==> config.mk <==
export PLATFORM = sky130hd
export DESIGN_NAME = link_session_security_tracker
export DESIGN_NICKNAME = d
export VERILOG_FILES = /design/src/rtl/lsst_pkg.sv /design/src/rtl/link_session_security_tracker.sv
export SDC_FILE = /design/constraint.sdc
export NUM_CORES = 1
export LEC_CHECK = 0
export ABC_CLOCK_PERIOD_IN_PS = 8700
export BUFFER_PORTS_ARGS = -buffer_cell sky130_fd_sc_hd__buf_2
export CAP_MARGIN = 20
export CORE_ASPECT_RATIO = 1.1
export CORE_MARGIN = 5
export CORE_UTILIZATION = 40
export CTS_CLUSTER_DIAMETER = 60
export DETAILED_ROUTE_END_ITERATION = 6
export GPL_ROUTABILITY_DRIVEN = 0
export PLACE_DENSITY = 0.57
export SYNTH_ARGS = -nofsm -noshare
export SYNTH_HDL_FRONTEND = slang
export SYNTH_SLANG_ARGS = --single-unit
export TNS_END_PERCENT = 5
==> constraint.sdc <==
create_clock -name clk -period 8.7 [get_ports clk]
set_clock_uncertainty 0.2 [all_clocks]
set_input_delay 0 -clock clk [delete_from_list [all_inputs] [get_ports clk]]
set_output_delay 0 -clock clk [all_outputs]
set_load 0.05 [all_outputs]
==> src/rtl/lsst_pkg.sv <==
// ----------------------------------------------------------------------------
// Link session security tracker package
// Action, status, admission and level codes and the request/result structs.
// ----------------------------------------------------------------------------
`default_nettype none

package lsst_pkg;

    // Action codes carried in a request.
    localparam logic [4:0] ACT_CONNECT       = 5'd0;
    localparam logic [4:0] ACT_DISCONNECT    = 5'd1;
    localparam logic [4:0] ACT_ENCRYPTED     = 5'd2;
    localparam logic [4:0] ACT_BOND          = 5'd3;
    localparam logic [4:0] ACT_CLEAR_SEC     = 5'd4;
    localparam logic [4:0] ACT_BEGIN         = 5'd5;
    localparam logic [4:0] ACT_AUTHENTICATE  = 5'd6;
    localparam logic [4:0] ACT_OPEN          = 5'd7;
    localparam logic [4:0] ACT_CLOSE         = 5'd8;
    localparam logic [4:0] ACT_SET_AUTH      = 5'd9;
    localparam logic [4:0] ACT_MATCH         = 5'd10;
    localparam logic [4:0] ACT_MATCH_CUR     = 5'd11;
    localparam logic [4:0] ACT_IDENTITY      = 5'd12;
    localparam logic [4:0] ACT_CONN_WINDOW   = 5'd13;
    localparam logic [4:0] ACT_PAIR_WINDOW   = 5'd14;
    localparam logic [4:0] ACT_TRANSITIONING = 5'd15;
    localparam logic [4:0] ACT_ERROR         = 5'd16;
    localparam logic [4:0] ACT_SOFT_RESET    = 5'd17;
    localparam logic [4:0] ACT_QUERY         = 5'd18;

    // Result status codes.
    localparam logic [1:0] ST_OK    = 2'd0;
    localparam logic [1:0] ST_STATE = 2'd1;
    localparam logic [1:0] ST_ARG   = 2'd2;

    // Channel codes for admission queries.
    localparam logic [1:0] CH_LINK    = 2'd0;
    localparam logic [1:0] CH_SESSION = 2'd1;

    // Admission codes.
    localparam logic [1:0] ADM_OK           = 2'd0;
    localparam logic [1:0] ADM_UNAVAILABLE  = 2'd1;
    localparam logic [1:0] ADM_UNAUTH       = 2'd2;
    localparam logic [1:0] ADM_DENIED       = 2'd3;

    // Session level codes.
    localparam logic [1:0] LVL_INACTIVE   = 2'd0;
    localparam logic [1:0] LVL_CONNECTED  = 2'd1;
    localparam logic [1:0] LVL_AUTHENTIC  = 2'd2;
    localparam logic [1:0] LVL_AUTHORIZED = 2'd3;

    // Saturation value of the epoch and revision counters.
    localparam logic [31:0] CNT_MAX = 32'hFFFF_FFFF;

    typedef struct packed {
        logic [4:0]  action;
        logic [31:0] generation;
        logic        flag_value;
        logic [31:0] epoch_in;
        logic [31:0] revision_in;
        logic [1:0]  channel;
    } lsst_in_t;

    typedef struct packed {
        logic [1:0]  status;
        logic [31:0] epoch_out;
        logic [1:0]  admission;
        logic [1:0]  session_level;
        logic [7:0]  state_flags;
        logic        bond_ok;
        logic        identity_ok;
        logic        link_window_open;
        logic        revision_exhausted;
    } lsst_out_t;

endpackage

`default_nettype wire

==> src/rtl/link_session_security_tracker.sv <==
// ----------------------------------------------------------------------------
// Link session security tracker
// Applies one security life-cycle action per request and reports the result.
// ----------------------------------------------------------------------------
// Usage:
//   A request enters on in_valid/in_stall with an lsst_in_t payload and is
//   taken at an edge where in_valid is high and in_stall is low. Each request
//   gives exactly one result on out_valid/out_stall as an lsst_out_t.
//   The request is registered, then one pass of short logic updates the
//   tracker state and loads the result register, from which the result is
//   taken. Throughput is one request per cycle while the receiver does not
//   stall; the single state update per cycle sets that figure.
//   When the receiver stalls, the result register holds and the request
//   register fills; in_stall then rises until the result is taken.
//   The boot identifier is written on cfg_valid/cfg_ready (always ready)
//   and is only held; it is kept across a soft-reset action.
//   rst_n clears all tracker state, the epoch and both valid flags.
// ----------------------------------------------------------------------------
`default_nettype none

module link_session_security_tracker
    import lsst_pkg::*;
(
    input  wire logic       clk,
    input  wire logic       rst_n,
    input  wire logic       in_valid,
    output logic            in_stall,
    input  wire lsst_in_t   in_data,
    output logic            out_valid,
    input  wire logic       out_stall,
    output lsst_out_t       out_data,
    input  wire logic       cfg_valid,
    output logic            cfg_ready,
    input  wire logic [63:0] cfg_data
);

    // Pipeline registers.
    logic      in_valid_reg, in_valid_next;
    lsst_in_t  in_item_reg;
    logic      out_valid_reg, out_valid_next;
    lsst_out_t out_item_reg, out_item_next;
    logic      advance;

    // Configuration register.
    logic [63:0] boot_id_reg;

    // Tracker state.
    logic [31:0] current_gen_reg, current_gen_next;
    logic [31:0] highest_gen_reg, highest_gen_next;
    logic [31:0] epoch_reg, epoch_next;
    logic [31:0] revision_reg, revision_next;
    logic        active_reg, active_next;
    logic        encrypted_reg, encrypted_next;
    logic        bond_reg, bond_next;
    logic        identity_reg, identity_next;
    logic        conn_window_reg, conn_window_next;
    logic        handshaking_reg, handshaking_next;
    logic        open_reg, open_next;
    logic        authorized_reg, authorized_next;
    logic        bound_reg, bound_next;
    logic        transition_reg, transition_next;
    logic        error_reg, error_next;
    logic        pair_window_reg, pair_window_next;

    // Handshake control.
    assign advance        = in_valid_reg && (!out_valid_reg || !out_stall);
    assign in_stall       = in_valid_reg && !advance;
    assign out_valid      = out_valid_reg;
    assign out_data       = out_item_reg;
    assign cfg_ready      = 1'b1;
    assign in_valid_next  = in_stall ? in_valid_reg : in_valid;
    assign out_valid_next = advance ? 1'b1 : (out_stall ? out_valid_reg : 1'b0);

    // Valid flags.
    always_ff @(posedge clk or negedge rst_n)
    begin
        if (!rst_n)
        begin
            in_valid_reg  <= 1'b0;
            out_valid_reg <= 1'b0;
        end
        else
        begin
            in_valid_reg  <= in_valid_next;
            out_valid_reg <= out_valid_next;
        end
    end

    // Payload registers.
    always_ff @(posedge clk)
    begin
        if (!in_stall)
        begin
            in_item_reg <= in_data;
        end
        if (advance)
        begin
            out_item_reg <= out_item_next;
        end
    end

    // Boot identifier register.
    always_ff @(posedge clk or negedge rst_n)
    begin
        if (!rst_n)
        begin
            boot_id_reg <= '0;
        end
        else if (cfg_valid && cfg_ready)
        begin
            boot_id_reg <= cfg_data;
        end
    end

    // One pass: apply the action, then derive the result from the new state.
    always_comb
    begin
        logic [1:0]  st;
        logic [31:0] g;
        logic [31:0] rev;
        logic        fv;
        logic        live_in;
        logic        live;
        logic        secure;
        logic        match_ok;
        logic [7:0]  flags;
        logic [1:0]  adm;
        logic [1:0]  lvl;

        current_gen_next = current_gen_reg;
        highest_gen_next = highest_gen_reg;
        epoch_next       = epoch_reg;
        revision_next    = revision_reg;
        active_next      = active_reg;
        encrypted_next   = encrypted_reg;
        bond_next        = bond_reg;
        identity_next    = identity_reg;
        conn_window_next = conn_window_reg;
        handshaking_next = handshaking_reg;
        open_next        = open_reg;
        authorized_next  = authorized_reg;
        bound_next       = bound_reg;
        transition_next  = transition_reg;
        error_next       = error_reg;
        pair_window_next = pair_window_reg;

        st      = ST_OK;
        g       = in_item_reg.generation;
        fv      = in_item_reg.flag_value;
        rev     = in_item_reg.revision_in;
        live_in = (g == current_gen_reg) && active_reg;
        match_ok = live_in && open_reg && bound_reg
                   && ((rev == '0) || (rev == revision_reg));

        case (in_item_reg.action)
            ACT_CONNECT:
            begin
                if (g > highest_gen_reg)
                begin
                    if (active_reg)
                    begin
                        st = ST_STATE;
                    end
                    else
                    begin
                        highest_gen_next = g;
                        current_gen_next = g;
                        active_next      = 1'b1;
                        encrypted_next   = 1'b0;
                        bond_next        = 1'b0;
                        identity_next    = 1'b0;
                        open_next        = 1'b0;
                        authorized_next  = 1'b0;
                    end
                end
            end
            ACT_DISCONNECT:
            begin
                if (g == current_gen_reg)
                begin
                    active_next      = 1'b0;
                    encrypted_next   = 1'b0;
                    bond_next        = 1'b0;
                    identity_next    = 1'b0;
                    handshaking_next = 1'b0;
                    open_next        = 1'b0;
                    authorized_next  = 1'b0;
                end
            end
            ACT_ENCRYPTED:
            begin
                if (live_in)
                begin
                    encrypted_next = 1'b1;
                end
            end
            ACT_BOND:
            begin
                if (live_in)
                begin
                    bond_next = 1'b1;
                end
            end
            ACT_CLEAR_SEC:
            begin
                if (live_in)
                begin
                    encrypted_next = 1'b0;
                    bond_next      = 1'b0;
                    identity_next  = 1'b0;
                end
            end
            ACT_BEGIN, ACT_OPEN:
            begin
                if (!live_in)
                begin
                    st = ST_STATE;
                end
                else
                begin
                    handshaking_next = 1'b0;
                    open_next        = 1'b0;
                    authorized_next  = 1'b0;
                    if (epoch_reg == CNT_MAX)
                    begin
                        st = ST_STATE;
                    end
                    else
                    begin
                        // Open also completes authentication on the new epoch.
                        epoch_next = epoch_reg + 32'd1;
                        if (in_item_reg.action == ACT_OPEN)
                        begin
                            open_next = 1'b1;
                        end
                        else
                        begin
                            handshaking_next = 1'b1;
                        end
                    end
                end
            end
            ACT_AUTHENTICATE:
            begin
                if (live_in && handshaking_reg && (in_item_reg.epoch_in == epoch_reg))
                begin
                    handshaking_next = 1'b0;
                    open_next        = 1'b1;
                end
                else
                begin
                    st = ST_STATE;
                end
            end
            ACT_CLOSE:
            begin
                if (!live_in)
                begin
                    st = ST_STATE;
                end
                else
                begin
                    if (epoch_reg != CNT_MAX)
                    begin
                        epoch_next = epoch_reg + 32'd1;
                    end
                    handshaking_next = 1'b0;
                    open_next        = 1'b0;
                    authorized_next  = 1'b0;
                end
            end
            ACT_SET_AUTH:
            begin
                if ((rev == '0) && (revision_reg == CNT_MAX))
                begin
                    // Revision space used up: only a revoke is allowed.
                    if (fv)
                    begin
                        st = ST_STATE;
                    end
                    else
                    begin
                        bound_next      = 1'b0;
                        authorized_next = 1'b0;
                    end
                end
                else if ((rev == '0) || (rev > revision_reg))
                begin
                    revision_next   = (rev == '0) ? revision_reg + 32'd1 : rev;
                    bound_next      = fv;
                    authorized_next = 1'b0;
                end
            end
            ACT_MATCH:
            begin
                if (match_ok && (in_item_reg.epoch_in == epoch_reg))
                begin
                    authorized_next = 1'b1;
                end
                else
                begin
                    st = ST_STATE;
                end
            end
            ACT_MATCH_CUR:
            begin
                if (match_ok)
                begin
                    authorized_next = 1'b1;
                end
                else
                begin
                    st = ST_STATE;
                end
            end
            ACT_IDENTITY:
            begin
                if (!live_in)
                begin
                    st = ST_STATE;
                end
                else
                begin
                    identity_next = fv;
                    if (!fv)
                    begin
                        authorized_next = 1'b0;
                    end
                end
            end
            ACT_CONN_WINDOW:
            begin
                if (!live_in)
                begin
                    st = ST_STATE;
                end
                else
                begin
                    conn_window_next = fv;
                end
            end
            ACT_PAIR_WINDOW:
            begin
                pair_window_next = fv;
            end
            ACT_TRANSITIONING:
            begin
                transition_next = fv;
            end
            ACT_ERROR:
            begin
                if (fv)
                begin
                    error_next = 1'b1;
                end
            end
            ACT_SOFT_RESET:
            begin
                // Every tracker state register but the session epoch returns to its reset value.
                current_gen_next = '0;
                highest_gen_next = '0;
                revision_next    = '0;
                active_next      = 1'b0;
                encrypted_next   = 1'b0;
                bond_next        = 1'b0;
                identity_next    = 1'b0;
                conn_window_next = 1'b0;
                handshaking_next = 1'b0;
                open_next        = 1'b0;
                authorized_next  = 1'b0;
                bound_next       = 1'b0;
                transition_next  = 1'b0;
                error_next       = 1'b0;
                pair_window_next = 1'b0;
            end
            ACT_QUERY:
            begin
                st = ST_OK;
            end
            default:
            begin
                st = ST_ARG;
            end
        endcase

        // Result fields from the updated state.
        live   = (g == current_gen_next) && active_next;
        secure = encrypted_next && bond_next && identity_next;

        if (!live)
        begin
            adm = ADM_UNAVAILABLE;
        end
        else if (in_item_reg.channel == CH_LINK)
        begin
            adm = ADM_OK;
        end
        else if (in_item_reg.channel == CH_SESSION)
        begin
            adm = secure ? ADM_OK : ADM_UNAUTH;
        end
        else if (!secure || !open_next)
        begin
            adm = ADM_UNAUTH;
        end
        else
        begin
            adm = authorized_next ? ADM_OK : ADM_DENIED;
        end

        if (!live)
        begin
            lvl = LVL_INACTIVE;
        end
        else if (secure && open_next && authorized_next)
        begin
            lvl = LVL_AUTHORIZED;
        end
        else if (secure)
        begin
            lvl = LVL_AUTHENTIC;
        end
        else
        begin
            lvl = LVL_CONNECTED;
        end

        flags    = '0;
        flags[0] = active_next;
        flags[1] = pair_window_next && !bound_next;
        flags[2] = !(pair_window_next && !bound_next) && active_next && !pair_window_next;
        flags[3] = bound_next;
        flags[4] = bound_next && secure && open_next;
        flags[5] = authorized_next;
        flags[6] = handshaking_next || transition_next;
        flags[7] = error_next || (epoch_next == CNT_MAX);

        out_item_next.status             = st;
        out_item_next.epoch_out          = epoch_next;
        out_item_next.admission          = adm;
        out_item_next.session_level      = lvl;
        out_item_next.state_flags        = flags;
        out_item_next.bond_ok            = live && bond_next;
        out_item_next.identity_ok        = live && identity_next;
        out_item_next.link_window_open   = live && conn_window_next;
        out_item_next.revision_exhausted = (revision_next == CNT_MAX);
    end

    // Tracker state registers, updated once per processed request.
    always_ff @(posedge clk or negedge rst_n)
    begin
        if (!rst_n)
        begin
            current_gen_reg <= '0;
            highest_gen_reg <= '0;
            epoch_reg       <= '0;
            revision_reg    <= '0;
            active_reg      <= 1'b0;
            encrypted_reg   <= 1'b0;
            bond_reg        <= 1'b0;
            identity_reg    <= 1'b0;
            conn_window_reg <= 1'b0;
            handshaking_reg <= 1'b0;
            open_reg        <= 1'b0;
            authorized_reg  <= 1'b0;
            bound_reg       <= 1'b0;
            transition_reg  <= 1'b0;
            error_reg       <= 1'b0;
            pair_window_reg <= 1'b0;
        end
        else if (advance)
        begin
            current_gen_reg <= current_gen_next;
            highest_gen_reg <= highest_gen_next;
            epoch_reg       <= epoch_next;
            revision_reg    <= revision_next;
            active_reg      <= active_next;
            encrypted_reg   <= encrypted_next;
            bond_reg        <= bond_next;
            identity_reg    <= identity_next;
            conn_window_reg <= conn_window_next;
            handshaking_reg <= handshaking_next;
            open_reg        <= open_next;
            authorized_reg  <= authorized_next;
            bound_reg       <= bound_next;
            transition_reg  <= transition_next;
            error_reg       <= error_next;
            pair_window_reg <= pair_window_next;
        end
    end

    // The boot identifier is only held; no output of the module reads it.
    logic boot_id_unused;
    assign boot_id_unused = ^boot_id_reg;

    // The current generation never passes the high-water mark.
    assert property (@(posedge clk) disable iff (!rst_n)
        current_gen_reg <= highest_gen_reg)
        else $error("current generation above high-water mark");

    // An authorized session is always an open one.
    assert property (@(posedge clk) disable iff (!rst_n)
        authorized_reg |-> open_reg)
        else $error("authorized without an open session");

    // A handshake in progress and an open session exclude each other.
    assert property (@(posedge clk) disable iff (!rst_n)
        !(handshaking_reg && open_reg))
        else $error("handshaking and open at once");

    // The session epoch never goes backward.
    assert property (@(posedge clk) disable iff (!rst_n)
        1'b1 |=> epoch_reg >= $past(epoch_reg))
        else $error("session epoch decreased");

    // Requests are held back only while a finished result is stalled.
    assert property (@(posedge clk) disable iff (!rst_n)
        in_stall |-> (out_valid_reg && out_stall && in_valid_reg))
        else $error("request stalled without a stalled result");

endmodule

`default_nettype wire
## Word-level counts from Yosys, hierarchy flattened

Cells that the tools add are included.

- Register bits: 296
- Input bits: 173
- Output and inout bits: 53
- Logic and storage cells: 210

- Add/sub/neg operators: 2
- Magnitude comparators: 2
- Equality and inequality tests: 31
- Muxes and demuxes: 93
- Bitwise logic cells: 1
- Reduce and logical (&&, ||, !) cells: 47

Operator list:

| cell | count |
|---|---|
| 32-bit two-way mux | 11 |
| 32-bit case mux with 2 select lines | 4 |
| 32-bit == test | 4 |
| 32-bit == test (second input constant) | 4 |
| 32-bit by 1-bit adder with 32-bit output (second input constant) | 2 |
| 32-bit > comparator | 2 |
| 1-bit two-way mux | 59 |
| 5-bit by 4-bit == test with 1-bit output (second input constant) | 8 |
| 32-bit zero test | 1 |
| 32-bit inequality test (second input constant) | 1 |
| 1-bit logical AND | 23 |
| 5-bit by 3-bit == test with 1-bit output (second input constant) | 4 |
| 1-bit case mux with 5 select lines | 4 |
| 2-bit case mux with 8 select lines | 1 |
| 5-bit == test (second input constant) | 3 |
| 2-bit two-way mux | 6 |
| 5-bit by 2-bit == test with 1-bit output (second input constant) | 2 |
| 1-bit case mux with 2 select lines | 5 |
| 9-bit OR reduction | 1 |
| 1-bit zero test | 8 |
| 1-bit case mux with 8 select lines | 1 |
| 1-bit logical OR | 6 |
| 1-bit case mux with 6 select lines | 1 |
| 3-bit OR reduction | 2 |
| 11 further kinds | 13 |

## Depth between registers and ports, before layout

- Depth in word-level cells: 12
- Gate-level depth with buffers: 15
- Mapped depth without buffers: 13

## Worst setup path before layout

No wires, ideal clock.

- Path kind: register to output
- From: reg out_valid_reg, in the netlist out_valid
- To: out in_stall
- Arrival time: 4.590 ns
- Slack: 3.910 ns
- Stages on the path, launching flop included: 3
- Path buffers: 0
- Cell sequence: dfrtp_1 > nand3_1 > inv_1

- Cells in the longest elaborated chain, start to end: 5

RTL lines:

| element | line | text |
|---|---|---|
| start, declared | link_session_security_tracker.sv:40 | `logic out_valid_reg, out_valid_next;` |
| start signal, assigned | link_session_security_tracker.sv:85 | `out_valid_reg <= out_valid_next;` |
| 1-bit zero test | link_session_security_tracker.sv:66 | `assign advance = in_valid_reg && (!out_valid_reg \|\| !out_stall);` |
| 1-bit logical OR | link_session_security_tracker.sv:66 |  |
| 1-bit logical AND | link_session_security_tracker.sv:66 |  |
| 1-bit zero test | link_session_security_tracker.sv:67 | `assign in_stall = in_valid_reg && !advance;` |
| 1-bit logical AND | link_session_security_tracker.sv:67 |  |
| end, declared | link_session_security_tracker.sv:27 | `output logic in_stall,` |

No other way between the ends.

==> flow_summary.ini <==
[die]
die_y_um = 222
dieWidth_um = 203
die-area_um2 = 44900
rows = 77
start_util_pct = 40.5
io_pins = 226
core_area_um2 = 40300

[flow_run]
cap_violations = 0

[power_and_ir_drop]
vdd_drop_max_mv = 0.152
p_sw_uw = 1400
p_sw_share_pct = 30.9
pwr-share-clk_pct = 36.4
power_frac_seq_pct = 42.3
intPower_uw = 3110
power.density_nw_per_um2 = 214
pwr-share-comb_pct = 21.3
p_total_uw = 4510
total_leakage_power_uw = 0.00865

[worst_setup_path]
cpPeakStageDelay_ns = 0.60
crit_slowest_cell = or4b_1
end_kind = register
worstPathCellList = inv_1, ha_1, nand4_1, nor3_1, or4b_1, and3_1, o21a_1, or2_1, or4_1, a2111oi_0, nand3_1, nor4_1
crit_required_ns = 8.82
cp.arrival_ns = 5.41
worstPathMaxFanout = 12
worstSetupPathType = register to register
crit_path_start_kind = register

[route]
drc = 4
first_pass_iters = 7
drtIter0Drc = 1101
vias = 14100
final_antenna_net_count = 0
wl_per_cell_um = 19.1
wirelength_mm = 48.9
routed_via_density = 5.50

[sta]
slew_viol_final = 0
rsz0062_at_grt = no
fin_crit_ns = 5.29
hold_viol = 0
worst_hold_slack_ns = 0.0389
fmax_ghz = 0.189
timing.final.crit_share_pct = 60.8
worst_pin_slew_ns = 1.03
slew-limit-headroom_pct = 30.6
setup_violations = 0
final.setup.tns_ns = 0

[logic_synthesis]
yosysWarningCount = 0
seq_area_frac_synth_pct = 50.1
synth_area_per_cell_um2 = 9.73
synth_edf_count = 154
synth_area_um2 = 16300
synth_area_leaders = edfxtp_1 (28%), dfrtp_1 (22%), nand2_1 (6.0%), ha_1 (5.1%), xor2_1 (3.7%)
ys_async_sr_fraction_pct = 48.0
yosysMostFrequentCell = nand2_1
netlist_instances = 1677
synthDistinctLibCells = 81
ys_top_cells_by_count = nand2_1 (262), edfxtp_1 (154), dfrtp_1 (142), o21ai_0 (117), nor2_1 (108)
yosysTopAreaCell = edfxtp_1
netlist.area_leader.share_pct = 28.3
ys.flop_type = edfxtp_1
synth_nets = 1916
ys_seq_elements = 296

[clocking]
cts_made_buffers = 38
post-cts-setup-buffers = 0
path_clk_slew_ns = 0.06
cts_tree = built
cts.path.max_buffers = 3
hold_buffers = 212
ctsHtreeMaxLevel = 2
cts_resized = 0
insertion_delay_ns = 0.55
cts_sinks = 296
cts_root_buf = clkbuf_16

[place]
hpwlAfterDp_mm = 33.2
io_buffer_count = 159
placed_cells_incl_taps = 2273

[final_layout]
area.growth.synth_to_final_pct = 28.9
finish.utilization_pct = 52.2
fill_cells = 3666
multi_input_area_um2 = 7460
diodes = 0
seq_area_um2 = 8180
layout-drive-gt1-share_pct = 12.9
nNetsFinal = 2252
largest_register_ffs = 104
final_cell_count_no_fill = 2556

[global_routing]
first_global_vias = 13900
grtUsageTotal_pct = 21.4
grt_max_degree = 77
antenna_found_initial = 0
grt_first_pass_wirelength_mm = 77.6
grt-ovfl-total = 0

[outcome]
violations = DRC
outcome = complete, but fails checks

[min_path]
min_path_type = input pin to register
[worst paths after layout]
check / startpoint / depth (start not counted) / slack (ns) / end
worst max register to register: revision_reg[23] / 12 / 3.41 / out_data[0]
min in group asynchronous: rst_n / 4 / 0.40 / in_valid_reg
worst min register to register: conn_window_reg / 2 / 0.27 / conn_window_reg
worst min-delay path: in_valid / 3 / 0.04 / in_valid_reg
worst max-delay path: revision_reg[23] / 12 / 3.41 / out_data[0]
max in group asynchronous: rst_n / 4 / 6.95 / active_reg
[worst max-delay path, delay by kind of cell, from the launching register on]
kind	cells	cell delay (ns)
and+or+nand+nor	8	2.98
AOI/OAI and AO/OA	2	0.85
DFF	1	0.49
adders and majority gates	1	0.35
buffers and inverters	1	0.19
[per-stage QoR]
| stage | setup slack (ns) | instance area, µm² |
|---|---|---|
| detailed placement | 3.63 | 17600 |
| finish | 3.41 | 21000 |
| CTS | 3.62 | 21000 |
| global route | 3.23 | 21000 |
| global placement | 3.70 | 17600 |
| floorplan | 3.91 | 16300 |
[area by class of cell]
type | instances | area share (%)
inverter | 95 | 1.71
timing repair buffer | 389 | 14.6
clock inverter | 19 | 0.993
clock buffer | 51 | 5.25
sequential | 296 | 38.9
multi-input combinational | 1193 | 35.5
tap | 513 | 3.05
[cell families (layout without fill, tap and decap cells)]
logic type / Yosys count / after routing / synth area share [%]
AND/OR/NAND/NOR: 636 / 636 / 18.7
AO/OA/AOI/OAI: 359 / 359 / 14.6
flip-flops: 296 / 296 / 50.1
buffers and inverters: 188 / 554 / 4.41
XOR/XNOR: 127 / 127 / 6.81
adder cells (fa/ha/maj): 66 / 66 / 5.06
multiplexers: 4 / 4 / 0.268
other: 1 / 1 / 0.0230
[layer usage]
metal	GRT usage [%]	share of wire [%]	wire [µm]
met1	29.2	44	21400
met2	34.4	46	22700
met3	3.72	5.6	2760
met4	8.13	4.0	1960
met5	0	0	0
[power groups by stage]
stage,Combinational [µW],Sequential [µW],Clock (µW)
after floorplan,610,1910,0
final,962,1910,1640
after global placement,861,1920,0
after CTS,965,1900,1690
after global routing,1090,1940,1750
after detailed placement,887,1930,0
[cell usage in the layout (no fill, tap or decap), types with 6 or more instances in the layout]
cell,instances
inv_1,94
buf_2,158
o211ai_1,7
a21o_1,10
xor2_1,69
dlygate4sd3_1,212
o31ai_1,19
nor2b_1,18
clkinv_2,8
a32oi_1,8
nand2_1,261
clkbuf_16,42
a31oi_1,27
o21ai_0,117
nand3_1,48
nor4_1,34
dfrtp_1,141
a21oi_1,50
and2_1,8
clkbuf_1,7
or3_1,6
nand2b_1,7
edfxtp_1,154
and4_1,9
nand4_1,56
nor3_1,33
nor2_1,107
xnor2_1,58
o32ai_1,8
ha_1,66
buf_4,17
and3_1,16
a22o_1,39
o22ai_1,9
Note: power is estimated with default switching activity, not from simulation.
